**src/hw/rtl/gain_scheduled_steering_pd_defines.svh**
```systemverilog
// Assertion macros for the steering PD block.
// GSSP_ASSERT checks a property on the rising clock edge outside reset.
// GSSP_ASSERT_ALWAYS checks a property on every rising clock edge.
`ifndef GAIN_SCHEDULED_STEERING_PD_DEFINES_SVH
`define GAIN_SCHEDULED_STEERING_PD_DEFINES_SVH

`ifndef NO_ASSERTIONS
`define GSSP_ASSERT(lbl, prop, msg) \
  lbl: assert property (@(posedge clk) disable iff (!rst_n) prop) else $error(msg);
`define GSSP_ASSERT_ALWAYS(lbl, prop, msg) \
  lbl: assert property (@(posedge clk) prop) else $error(msg);
`else
`define GSSP_ASSERT(lbl, prop, msg)
`define GSSP_ASSERT_ALWAYS(lbl, prop, msg)
`endif

`endif

```
**src/hw/rtl/gssp_pkg.sv**
```systemverilog
package gssp_pkg;

  // Field widths
  localparam int ErrW    = 9;
  localparam int VisW    = 8;
  localparam int CornW   = 4;
  localparam int RunW    = 8;
  localparam int SteerW  = 15;
  localparam int GainW   = 17;
  localparam int OffW    = 13;
  localparam int DGainW  = 12;
  localparam int HeightW = 8;
  localparam int CfgAddrW = 3;
  localparam int CfgDataW = 15;

  // Shared multiplier operand and product widths
  localparam int MulW  = 18;
  localparam int ProdW = 2 * MulW;
  localparam int AccW  = 28;
  localparam int StW   = AccW - 4;

  // Register indexes of the configuration port
  localparam logic [CfgAddrW-1:0] CFG_SEG_MODE    = 3'd0;
  localparam logic [CfgAddrW-1:0] CFG_GAIN_OFFSET = 3'd1;
  localparam logic [CfgAddrW-1:0] CFG_DERIV_GAIN  = 3'd2;
  localparam logic [CfgAddrW-1:0] CFG_IMG_HEIGHT  = 3'd3;
  localparam logic [CfgAddrW-1:0] CFG_LEFT_LIMIT  = 3'd4;
  localparam logic [CfgAddrW-1:0] CFG_RIGHT_LIMIT = 3'd5;

  // Register reset values
  localparam logic [HeightW-1:0]       HEIGHT_RST = 8'd60;
  localparam logic signed [SteerW-1:0] LEFT_RST   = 15'sd200;
  localparam logic signed [SteerW-1:0] RIGHT_RST  = -15'sd200;

  // Reciprocals for square / 10 and square / 12, both followed by >> RecipShift.
  // Exact for every 16-bit square.
  localparam int RecipShift = 19;
  localparam logic [15:0] RECIP_10 = 16'd52429;
  localparam logic [15:0] RECIP_12 = 16'd43691;

  localparam logic [GainW-1:0] GAIN_MAX = 17'd131071;

  // Base gains in units of 1/16
  localparam logic [9:0] BASE_13   = 10'd208;
  localparam logic [9:0] BASE_16   = 10'd256;
  localparam logic [9:0] BASE_23   = 10'd368;
  localparam logic [9:0] BASE_25   = 10'd400;
  localparam logic [9:0] BASE_26   = 10'd416;
  localparam logic [9:0] BASE_27   = 10'd432;
  localparam logic [9:0] BASE_28   = 10'd448;
  localparam logic [9:0] BASE_33H  = 10'd536;

  // Segmented priority table: first matching row wins
  function automatic logic [9:0] seg_base(input logic [VisW-1:0]  vis,
                                          input logic [CornW-1:0] corners,
                                          input logic             straight,
                                          input logic             crossing,
                                          input logic [RunW-1:0]  run);
    logic [9:0] b;
    if (straight && corners == '0)        b = BASE_16;
    else if (vis > 8'd50 && corners == '0) b = BASE_16;
    else if (crossing)                     b = BASE_13;
    else if (vis >= 8'd48 && corners != '0)
      b = (run > 8'd25) ? BASE_16 : BASE_23;
    else if (vis > 8'd45)                  b = BASE_27;
    else if (vis > 8'd37)                  b = BASE_28;
    else if (vis > 8'd30)                  b = BASE_25;
    else                                   b = BASE_26;
    return b;
  endfunction

  // Fixed-mode base gain
  function automatic logic [9:0] fix_base(input logic [VisW-1:0]  vis,
                                          input logic [CornW-1:0] corners,
                                          input logic             crossing);
    logic [9:0] b;
    if ((vis > 8'd52 && corners == '0) || crossing) b = BASE_16;
    else                                             b = BASE_33H;
    return b;
  endfunction

endpackage

```
**src/hw/rtl/gain_scheduled_steering_pd.sv**
```systemverilog
// Gain-scheduled PD steering law.
// Input stream (in_*): one request per camera frame carrying the steering
// error and path features; result stream (out_*): the clamped steering
// offset and the proportional gain chosen for that request.
// Configuration is written through cfg_we / cfg_addr / cfg_wdata while the
// block is idle; the user must keep to this, the block does not enforce it.
// Writes take effect at once and there is no read-back.
// Each request runs through one shared 18x18 signed multiplier under a small
// sequencer: square of the row difference, reciprocal divide, gain forming,
// gain times error, derivative gain times error change, then accumulate and
// clamp, one sequencer step each.
// in_tready is high only while the sequencer is idle. A finished result
// waits in the output register; the next request may be accepted meanwhile,
// but it holds in its clamp step until the output register is free.
// Synchronous active-low reset clears the sequencer, the output valid, the
// previous error and loads the register defaults.
`include "gain_scheduled_steering_pd_defines.svh"

module gain_scheduled_steering_pd
  import gssp_pkg::*;
(
  input  logic                clk,
  input  logic                rst_n,
  // Configuration write port
  input  logic                cfg_we,
  input  logic [CfgAddrW-1:0] cfg_addr,
  input  logic [CfgDataW-1:0] cfg_wdata,
  // Request channel
  input  logic                in_tvalid,
  output logic                in_tready,
  input  logic [31:0]         in_tdata,  // error[8:0], visible_lines[16:9],
                                         // corner_count[20:17], straight_run[28:21]
  input  logic [1:0]          in_tuser,  // straight_flag[0], cross_flag[1]
  // Result channel
  output logic                out_tvalid,
  input  logic                out_tready,
  output logic [31:0]         out_tdata  // steer[14:0], gain_used[31:15]
);

  typedef enum logic [2:0] {
    S_IDLE, S_SQ, S_DIV, S_GAIN, S_PMUL, S_DMUL, S_ACC, S_CLAMP
  } state_t;

  state_t state_r;

  // Configuration registers
  logic                       seg_mode_r;
  logic signed [OffW-1:0]     gain_off_r;
  logic [DGainW-1:0]          dgain_r;
  logic [HeightW-1:0]         height_r;
  logic signed [SteerW-1:0]   left_r;
  logic signed [SteerW-1:0]   right_r;

  // Request registers
  logic signed [ErrW-1:0]     err_r;
  logic [VisW-1:0]            vis_r;
  logic [CornW-1:0]           corn_r;
  logic                       straight_r;
  logic                       cross_r;
  logic [RunW-1:0]            run_r;

  logic signed [ErrW-1:0]     prev_err_r;
  logic signed [ProdW-1:0]    prod_r;
  logic signed [AccW-1:0]     acc_r;
  logic [GainW-1:0]           gain_r;
  logic                       out_valid_r;
  logic signed [SteerW-1:0]   out_steer_r;
  logic [GainW-1:0]           out_gain_r;

  logic                       in_acc;
  logic                       out_free;
  logic signed [ErrW-1:0]     diff_h;
  logic signed [ErrW:0]       err_chg;
  logic signed [MulW-1:0]     mul_a;
  logic signed [MulW-1:0]     mul_b;
  logic signed [ProdW-1:0]    mul_p;
  logic [12:0]                quot;
  logic [9:0]                 base16;
  logic signed [18:0]         gain_sum;
  logic [GainW-1:0]           gain_nxt;
  logic signed [AccW-1:0]     acc_rnd;
  logic signed [StW-1:0]      st_div;
  logic signed [StW-1:0]      st_left;
  logic signed [StW-1:0]      st_clamp;
  logic signed [StW-1:0]      left_ext;
  logic signed [StW-1:0]      right_ext;

  assign in_tready  = (state_r == S_IDLE);
  assign in_acc     = in_tvalid && in_tready;
  assign out_free   = !out_valid_r || out_tready;
  assign out_tvalid = out_valid_r;
  assign out_tdata  = {out_gain_r, out_steer_r};

  // Write configuration registers
  always_ff @(posedge clk) begin
    if (!rst_n) begin
      seg_mode_r <= 1'b1;
      gain_off_r <= '0;
      dgain_r    <= '0;
      height_r   <= HEIGHT_RST;
      left_r     <= LEFT_RST;
      right_r    <= RIGHT_RST;
    end else if (cfg_we) begin
      case (cfg_addr)
        CFG_SEG_MODE:    seg_mode_r <= cfg_wdata[0];
        CFG_GAIN_OFFSET: gain_off_r <= cfg_wdata[OffW-1:0];
        CFG_DERIV_GAIN:  dgain_r    <= cfg_wdata[DGainW-1:0];
        CFG_IMG_HEIGHT:  height_r   <= cfg_wdata[HeightW-1:0];
        CFG_LEFT_LIMIT:  left_r     <= cfg_wdata[SteerW-1:0];
        CFG_RIGHT_LIMIT: right_r    <= cfg_wdata[SteerW-1:0];
        default: ;
      endcase
    end
  end

  // Select operands of the shared multiplier by sequencer step
  assign diff_h  = $signed({1'b0, height_r}) - $signed({1'b0, vis_r});
  assign err_chg = $signed({err_r[ErrW-1], err_r}) -
                   $signed({prev_err_r[ErrW-1], prev_err_r});

  always_comb begin
    case (state_r)
      S_SQ: begin
        mul_a = MulW'(diff_h);
        mul_b = MulW'(diff_h);
      end
      S_DIV: begin
        mul_a = $signed({2'b00, prod_r[15:0]});
        mul_b = $signed({2'b00, (seg_mode_r ? RECIP_10 : RECIP_12)});
      end
      S_PMUL: begin
        mul_a = $signed({1'b0, gain_r});
        mul_b = MulW'(err_r);
      end
      S_DMUL: begin
        mul_a = $signed({{(MulW-DGainW){1'b0}}, dgain_r});
        mul_b = MulW'(err_chg);
      end
      default: begin
        mul_a = '0;
        mul_b = '0;
      end
    endcase
  end

  assign mul_p = mul_a * mul_b;

  // Form the proportional gain and saturate it to its range
  assign quot   = prod_r[RecipShift+12:RecipShift];
  assign base16 = seg_mode_r ? seg_base(vis_r, corn_r, straight_r, cross_r, run_r)
                             : fix_base(vis_r, corn_r, cross_r);
  assign gain_sum = $signed({9'd0, base16}) + $signed({2'b00, quot, 4'b0000}) +
                    (seg_mode_r ? 19'(gain_off_r) : 19'sd0);

  always_comb begin
    if (gain_sum < 0)                          gain_nxt = '0;
    else if (gain_sum > $signed({2'b00, GAIN_MAX})) gain_nxt = GAIN_MAX;
    else                                       gain_nxt = gain_sum[GainW-1:0];
  end

  // Divide by 16 toward zero, then clamp left first and right last
  assign acc_rnd   = acc_r + (acc_r[AccW-1] ? AccW'(15) : AccW'(0));
  assign st_div    = StW'(acc_rnd >>> 4);
  assign left_ext  = StW'(left_r);
  assign right_ext = StW'(right_r);
  assign st_left   = (st_div > left_ext) ? left_ext : st_div;
  assign st_clamp  = (st_left < right_ext) ? right_ext : st_left;

  // Sequencer, datapath registers and output register
  always_ff @(posedge clk) begin
    if (!rst_n) begin
      state_r     <= S_IDLE;
      out_valid_r <= 1'b0;
      prev_err_r  <= '0;
    end else begin
      // Drop the output valid once taken, unless the clamp step reloads it
      if (out_valid_r && out_tready && state_r != S_CLAMP) out_valid_r <= 1'b0;
      case (state_r)
        S_IDLE: begin
          if (in_acc) begin
            err_r      <= in_tdata[8:0];
            vis_r      <= in_tdata[16:9];
            corn_r     <= in_tdata[20:17];
            run_r      <= in_tdata[28:21];
            straight_r <= in_tuser[0];
            cross_r    <= in_tuser[1];
            state_r    <= S_SQ;
          end
        end
        S_SQ: begin
          prod_r  <= mul_p;
          state_r <= S_DIV;
        end
        S_DIV: begin
          prod_r  <= mul_p;
          state_r <= S_GAIN;
        end
        S_GAIN: begin
          gain_r  <= gain_nxt;
          state_r <= S_PMUL;
        end
        S_PMUL: begin
          prod_r  <= mul_p;
          state_r <= S_DMUL;
        end
        S_DMUL: begin
          acc_r   <= prod_r[AccW-1:0];
          prod_r  <= mul_p;
          state_r <= S_ACC;
        end
        S_ACC: begin
          acc_r   <= acc_r + prod_r[AccW-1:0];
          state_r <= S_CLAMP;
        end
        S_CLAMP: begin
          // Hold until the output register is free
          if (out_free) begin
            out_steer_r <= st_clamp[SteerW-1:0];
            out_gain_r  <= gain_r;
            out_valid_r <= 1'b1;
            prev_err_r  <= err_r;
            state_r     <= S_IDLE;
          end
        end
        default: state_r <= S_IDLE;
      endcase
    end
  end

  `GSSP_ASSERT(a_busy_after_req, in_acc |=> !in_tready, "ready stayed high after a request")
  `GSSP_ASSERT(a_clamp_loads_out,
    (state_r == S_CLAMP && out_free) |=> (out_valid_r && state_r == S_IDLE),
    "finished result not loaded into the output register")
  `GSSP_ASSERT(a_prev_err_kept,
    (state_r == S_CLAMP && out_free) |=> (prev_err_r == $past(err_r)),
    "previous error not updated on completion")
  `GSSP_ASSERT(a_no_overwrite,
    (state_r == S_CLAMP && !out_free) |=> (state_r == S_CLAMP),
    "sequencer left the clamp step while the output was stalled")

endmodule
```
**config.mk**
```make
export PLATFORM = sky130hd
export DESIGN_NAME = gain_scheduled_steering_pd
export DESIGN_NICKNAME = d
export VERILOG_FILES = /design/src/hw/rtl/gssp_pkg.sv /design/src/hw/rtl/gain_scheduled_steering_pd.sv
export VERILOG_INCLUDE_DIRS = /design/src /design/src/hw/rtl
export SDC_FILE = /design/constraint.sdc
export NUM_CORES = 1
export LEC_CHECK = 0
export BUFFER_PORTS_ARGS = -buffer_cell sky130_fd_sc_hd__buf_2
export CAP_MARGIN = 20
export CORE_MARGIN = 2
export CORE_UTILIZATION = 55
export CTS_CLUSTER_SIZE = 20
export DETAILED_ROUTE_END_ITERATION = 7
export PLACE_DENSITY = 0.71
export SLEW_MARGIN = 25
export SYNTH_ARGS = -nofsm -noshare
export SYNTH_HDL_FRONTEND = slang
export SYNTH_SLANG_ARGS = --single-unit
```
**constraint.sdc**
```tcl
create_clock -name clk -period 8.6 [get_ports clk]
set_input_delay 0.43 -clock clk [delete_from_list [all_inputs] [get_ports clk]]
set_output_delay 0.43 -clock clk [all_outputs]
set_load 0.05 [all_outputs]
```
==> results of run 1 <==
-- metrics by stage --
step                      area (um2)  TNS [ns]
after floorplan                24600         0
after global placement         26100         0
after detailed placement       26200   -0.0542
after CTS                      26900         0
after global routing           27100    -0.128
final                          27100         0
-- cells by family (layout without fill, tap and decap cells) --
group	count (synthesis)	after routing
compound gates	434	434
xor+xnor	112	112
fa+ha+maj	503	503
buf+inv	553	702
flops	216	216
mux	64	64
simple gates	746	746
-- how the worst max path moves through the flow --
stage	startpoint	to	slack, ns	depth (start not counted)
final	vis_r[0]$_DFFE_PP_	prod_r[31]$_DFFE_PP_	0.29	32
after global placement	err_r[0]$_DFFE_PP_	prod_r[31]$_DFFE_PP_	0.05	33
after CTS	err_r[0]$_DFFE_PP_	prod_r[31]$_DFFE_PP_	0.01	34
after detailed placement	err_r[0]$_DFFE_PP_	prod_r[31]$_DFFE_PP_	-0.05	33
after global routing	vis_r[2]$_DFFE_PP_	prod_r[31]$_DFFE_PP_	-0.08	30
after floorplan	err_r[0]$_DFFE_PP_	prod_r[31]$_DFFE_PP_	0.21	33
-- report_power, final --
part	switching, mW	internal, mW
Sequential	0.128	1.36
Clock	0.429	0.574
Combinational	3.02	2.26
-- timing repair --
item / 4_1_cts / 5_1_grt
pin swaps: 0 / 7
setup buffers: 0 / 4
setup endpoints to repair: 2 / 10
hold buffers: 0 / 0
gates cloned: 0 / 1
gates resized for setup: 2 / 30
-- critical path: cells and delay by family, from the launching register on --
| kind | cells | cell delay, ns |
|---|---|---|
| adders and majority gates | 9 | 4.02 |
| buffers and inverters | 8 | 0.87 |
| AOI/OAI and AO/OA | 9 | 1.42 |
| xor gates and xnor gates | 1 | 0.13 |
| DFF | 1 | 0.43 |
| and+or+nand+nor | 5 | 1.18 |
-- cells in the final DEF (no fill, tap or decap), types with 23 or more instances in the layout --
cell / netlist / final
inv_1: 468 / 468
nand2_1: 342 / 342
fa_1: 300 / 299
ha_1: 203 / 203
nor2_1: 144 / 141
edfxtp_1: 139 / 139
buf_4: 1 / 98
a21oi_1: 102 / 97
buf_2: 11 / 87
dfxtp_1: 77 / 76
xnor2_1: 73 / 73
o21ai_0: 68 / 61
a21boi_0: 51 / 51
nand3_1: 43 / 43
and2_1: 43 / 43
xor2_1: 38 / 38
nor3_1: 37 / 34
mux2_2: 34 / 34
nor2b_1: 32 / 32
a21o_1: 27 / 27
clkbuf_16: 0 / 24
o211ai_1: 23 / 23
-- sequential cells by signal (all words and copies together), names as in the netlist --
name	flops
gain_off_r	13
dgain_r	12
corn_r	4
left_r	15
out_gain_r	17
state_r	3
out_tvalid	1
gain_r	17
acc_r	28
prev_err_r	9
straight_r	1
vis_r	8
cross_r	1
prod_r	32
height_r	8
out_steer_r	15
err_r	9
run_r	7
seg_mode_r	1
right_r	15
-- cell type report --
class / count / area share
Clock inverter: 14 / 0.00476
Tap cell: 592 / 0.0274
Multi-Input combinational cell: 1859 / 0.624
Timing Repair Buffer: 187 / 0.0441
Inverter: 471 / 0.0657
Clock buffer: 30 / 0.0230
Sequential cell: 216 / 0.211
-- metal layers --
layer | up-vias | wire, um
met4 | 0 | 2860
met1 | 9528 | 28000
met2 | 672 | 32900
li1 | 8894 | -
met3 | 174 | 4100
met5 | - | 0
==> metrics.md, run 1 <==
| Metric | Value |
|---|---|
| Syn_nets | `3,188` |
| Post-Synth Adder-Cell Area | `0.348` |
| Worst Hold Class | `input pin to flip-flop` |
| Fmax | `120 MHz` |
| Overall Power | `7.78 mW` |
| Endpoints failing setup | `0` |
| Register area share after synthesis | `0.233` |
| Biggest cell delay along the critical path | `0.57 ns` |
| CTS tree | `built` |
| Final nets | `3,319` |
| Critical path type | `flip-flop to flip-flop` |
| Synth cell count leaders | `inv_1 (468), nand2_1 (342), fa_1 (300)` |
| DRC | `0` |
| CTS sink cnt | `216` |
| Synth Area in Simple Gates | `0.142` |
| Root buffer cell | `clkbuf_16` |
| Core Rows | `77` |
| Fin crit share | `0.966` |
| Ant diodes | `0` |
| PwrDens | `287 nW/um2` |
| Main combinational cell family by area after synthesis | `adder cells` |
| DRT Pass-1 Iters | `6` |
| Max-slew violation count | `0` |
| Area growth syn-to-layout | `10.1%` |
| CP required | `8.88 ns` |
| Synth Area in Compound Gates | `0.121` |
| DR vias | `19,300` |
| RSZ-0062 raised after global routing | `true` |
| Worst path most repeated cell | `fa_1` |
| Num ports | `91` |
| Final core utilization | `0.613` |
| Die Y-Extent | `215 um` |
| Synth area leaders | `fa_1 (24%), edfxtp_1 (17%), ha_1 (10%)` |
| Most crowded layer after global routing | `met2` |
| Outcome | `completed` |
| Ys Warns | `0` |
| Proportion of netlist area held by the largest area contributor | `0.244` |
| Reg-to-reg slack, setup | `0.29 ns` |
| Worst Reg-to-Reg Cells | `32` |
| Pre-CTS worst setup slack | `-0.0542 ns` |
| Number of enable flip-flop cells after synthesis | `139` |
| Period minus WS final | `8.31 ns` |
| Leakage | `12.5 nW` |
| Async S/R FF share, synth | `0` |
| M2 GR Usage | `0.504` |
| Die width | `215 um` |
| Synth Cell Area | `24,600 um2` |
| Multi-input gate area | `16,900 um2` |
| Reg2reg end | `prod_r[31]$_DFFE_PP_` |
| Fin Hold WS | `0.0704 ns` |
| CP Capture Type | `flip-flop` |
| Maxcap violations | `0` |
| Leading area contributor after synthesis | `fa_1` |
| Final std cells w/o fill | `3,369` |
| CP Launch Type | `flip-flop` |
| CTS buffer count | `24` |
| Routed len/inst | `20.1 um` |
| GRT Util Overall | `0.296` |
| Clk slew on worst S/H paths | `0.06 ns` |
| Remaining antenna violation count | `0` |
| Die area | `46,400 um2` |
| Synthesized instance count | `2,628` |
| Worst setup margin | `0.289 ns` |
| Clk_lat worst skew | `0.55 ns` |
| Longest Clk Path Bufs | `3` |
| First-pass GRT wire length | `108,000 um` |
| Starting Density | `0.557` |
| Area share of xor/xnor cells in the synthesized design | `0.0405` |
| Clock skew | `0.0341 ns` |
| Via density | `5.72` |
| Initial antenna violation count | `0` |
| Gpl congestion | `0.971` |
| Hold path cells | `1` |
| Post-DP HPWL | `55,100 um` |
| Mean area per synthesized cell | `9.35 um2` |
| HP Start | `in_tdata[11]` |
| Number of fill cells | `3,814` |
| Slew @ Worst Pin | `0.904 ns` |
| Post-synth cell types | `97` |
| Slowest-stage cell, CP | `fa_1` |
| WP data arrival | `8.59 ns` |
| Port Buf Inserts | `86` |
| Inst Count DP | `3,320` |
| Grt ovf | `0` |
| Iteration-0 DRC Markers | `1,254` |
| Aggregate routed wire length | `67,800 um` |
| Slew HR | `0.397` |
| Core footprint | `44,100 um2` |
| Top-count cell post-synth | `inv_1` |
| GRT met1 Usage | `0.386` |
| Largest net degree at the start of global routing | `83` |
| GRT met3 Usage | `0.0392` |
| Vias in the first global route | `20,100` |
| Final hold vios | `0` |
| Peak supply drop | `380 uV` |
| Hold EP | `vis_r[2]$_DFFE_PP_` |
| Layout cell share with drive strength beyond 1 | `0.117` |
| Crit path max fanout | `12` |
| Register Area | `5720 um2` |
| Ys flop type | `edfxtp_1` |
| CTS H-Tree Depth | `1` |
| Worst R2R Start | `vis_r[0]$_DFFE_PP_` |
| Yosys reg bits | `216` |
| Proportion of synthesized area in mux cells | `0.0303` |
Power figures use the tool's default switching activity.
==> run 2, diff against run 1 <==
--- a/config.mk
+++ b/config.mk
@@ -13,6 +13,7 @@
 export CTS_CLUSTER_SIZE = 20
 export DETAILED_ROUTE_END_ITERATION = 7
 export PLACE_DENSITY = 0.71
+export REMOVE_ABC_BUFFERS = 1
 export SLEW_MARGIN = 25
 export SYNTH_ARGS = -nofsm -noshare
 export SYNTH_HDL_FRONTEND = slang
==> run 2 against run 1 <==
- fmax fell by 0.41%
- via count shrank 0.34%
- global-route usage fell by 0.14 points
- largest cell class unchanged
- critical path type unchanged
- utilization rose by 0.59 points
- worst hold slack lost 0.024 ns
- final cell count is 0.24% higher
- register-to-register slack worse by 0.03 ns
- combinational power decreased by 0.9%
==> metrics.md, run 2 (synthesis gave the netlist of run 1 again) <==
| Metric | Value |
|---|---|
| Worst Hold Class | `input pin to flip-flop` |
| P_sw | `3.60 mW` |
| Hold EP | `run_r[5]$_DFFE_PP_` |
| DR vias | `19,200` |
| Via density | `5.69` |
| Core footprint | `44,100 um2` |
| Clk_lat worst skew | `0.57 ns` |
| HP Start | `in_tdata[26]` |
| Iteration-0 DRC Markers | `1,421` |
| Num ports | `91` |
| Fin crit share | `0.970` |
| Reg-to-reg slack, setup | `0.26 ns` |
| Clk slew on worst S/H paths | `0.07 ns` |
| CTS buffer count | `26` |
| Layout cell share with drive strength beyond 1 | `0.122` |
| Routed len/inst | `19.8 um` |
| Register Area | `5720 um2` |
| Commonest cells after routing, fill and taps aside | `inv_1 (468), nand2_1 (342), fa_1 (299)` |
| Final std cells w/o fill | `3,377` |
| Port Buf Inserts | `86` |
| CP required | `8.90 ns` |
| Root buffer cell | `clkbuf_16` |
| CTS sink cnt | `216` |
| Core Rows | `77` |
| Post-DP HPWL | `54,300 um` |
| Leakage | `12.6 nW` |
| Comb pwr share | `0.661` |
| WP data arrival | `8.64 ns` |
| Metal2 WL | `32,300 um` |
| Clock power frac | `0.151` |
| CP Capture Type | `flip-flop` |
| Ant diodes | `0` |
| CTS tree | `built` |
| Endpoints failing setup | `0` |
| Aggregate routed wire length | `67,000 um` |
| Met3 WL | `4490 um` |
| Starting Density | `0.557` |
| Remaining antenna violation count | `0` |
| Die width | `215 um` |
| Slowest-stage cell, CP | `fa_1` |
| Peak supply drop | `302 uV` |
| Period minus WS final | `8.34 ns` |
| Inst Count DP | `3,322` |
| Crit path max fanout | `6` |
| Sw Share | `0.454` |
| Die Y-Extent | `215 um` |
| Slew @ Worst Pin | `0.943 ns` |
| Longest Clk Path Bufs | `3` |
| Largest net degree at the start of global routing | `83` |
| Hold path cells | `1` |
| CTS H-Tree Depth | `1` |
| Cell Area, Placed | `26,200 um2` |
| Worst Reg-to-Reg Cells | `31` |
| Gpl congestion | `0.981` |
| Number of fill cells | `3,787` |
| Worst R2R Start | `err_r[0]$_DFFE_PP_` |
| Maxcap violations | `0` |
| Initial antenna violation count | `0` |
| Final core utilization | `0.619` |
| Bufs and invs on worst path | `9` |
| Vias in the first global route | `20,000` |
| Multi-input gate area | `16,900 um2` |
| Slew HR | `0.372` |
| First-pass GRT wire length | `107,000 um` |
| GRT Util Overall | `0.294` |
| Biggest cell delay along the critical path | `0.60 ns` |
| Biggest regs | `prod_r (32), acc_r (28)` |
| Reg2reg end | `prod_r[31]$_DFFE_PP_` |
| Metal1 wirelength | `27,600 um` |
| Outcome | `completed` |
| Most common cell after layout, fill and taps aside | `inv_1` |
| PwrDens | `290 nW/um2` |
| Max-slew violation count | `0` |
| Final nets | `3,325` |
| Hold-fix buffers, CTS | `0` |
| Post-route cell area | `27,300 um2` |
| Fmax | `120 MHz` |
| RSZ-0062 raised after global routing | `false` |
| Delay-heaviest family, CP | `adder cells` |
| Area growth syn-to-layout | `11.1%` |
| DRC | `0` |
| Highest routed layer | `met4` |
| Critical path type | `flip-flop to flip-flop` |
| Max reg flops | `32` |
| Pint | `4.32 mW` |
| Grt ovf | `0` |
| Final hold vios | `0` |
| Fin Hold WS | `0.0461 ns` |
| Largest register by flop count | `prod_r` |
| DRT Pass-1 Iters | `8` |
| CP Launch Type | `flip-flop` |
| Clock skew | `0.0228 ns` |
| Sequential Power Share | `0.188` |
| Die area | `46,400 um2` |
-- run 2: worst register-to-register path: cells and delay by family (launching register included) --
family	cells	cell delay [ns]
adders and majority gates	9	4.09
AOI/OAI and AO/OA	8	1.33
buffers and inverters	9	0.96
and+or+nand+nor	2	0.74
DFF	1	0.40
muxes	1	0.32
xor gates and xnor gates	2	0.23
-- run 2: worst max-delay path by stage --
stage	startpoint	end	slack, ns	cells after the start
2_1_floorplan	state_r[0]$_SDFFE_PN0P_	prod_r[31]$_DFFE_PP_	-0.11	28
3_3_place_gp	err_r[0]$_DFFE_PP_	prod_r[31]$_DFFE_PP_	0.12	34
3_5_place_dp	vis_r[2]$_DFFE_PP_	prod_r[31]$_DFFE_PP_	-0.03	30
4_1_cts	err_r[0]$_DFFE_PP_	prod_r[31]$_DFFE_PP_	0.008	34
5_1_grt	vis_r[1]$_DFFE_PP_	prod_r[30]$_DFFE_PP_	0.006	30
6_report	err_r[0]$_DFFE_PP_	prod_r[31]$_DFFE_PP_	0.26	31
-- run 2: what timing repair did --
action,CTS,global route
resized for setup,3,27
gates cloned,0,2
endpoints found under the setup margin,1,10
setup buffers,1,4
pin swaps,1,8
-- run 2: metrics by stage --
stage | setup TNS (ns) | setup WS [ns] | total power, mW
2_1_floorplan | -0.115 | -0.115 | 4.94
3_3_place_gp | 0 | 0.118 | 6.41
3_5_place_dp | -0.0303 | -0.0303 | 6.52
4_1_cts | 0 | 0.00795 | 7.76
5_1_grt | 0 | 0.00646 | 8.58
6_report | 0 | 0.256 | 7.92
-- run 2: layout make-up --
cell class                      count  area share
Multi-Input combinational cell   1859       0.618
Sequential cell                   216       0.209
Inverter                          471      0.0651
Timing Repair Buffer              191      0.0460
Clock buffer                       35      0.0293
Tap cell                          592      0.0271
Clock inverter                     13     0.00531
-- run 2: metal layers --
metal	vias to the layer above	GRT usage
met2	689	0.501
met5	-	0
li1	8913	-
met3	143	0.0433
met4	0	0.0982
met1	9457	0.388
-- run 2: power groups by stage --
stage | Clock, mW | Sequential (mW) | Combinational (mW)
2_1_floorplan | 0 | 1.44 | 3.50
3_3_place_gp | 0 | 1.50 | 4.90
3_5_place_dp | 0 | 1.50 | 5.01
4_1_cts | 1.21 | 1.48 | 5.07
5_1_grt | 1.24 | 1.49 | 5.84
6_report | 1.20 | 1.49 | 5.24
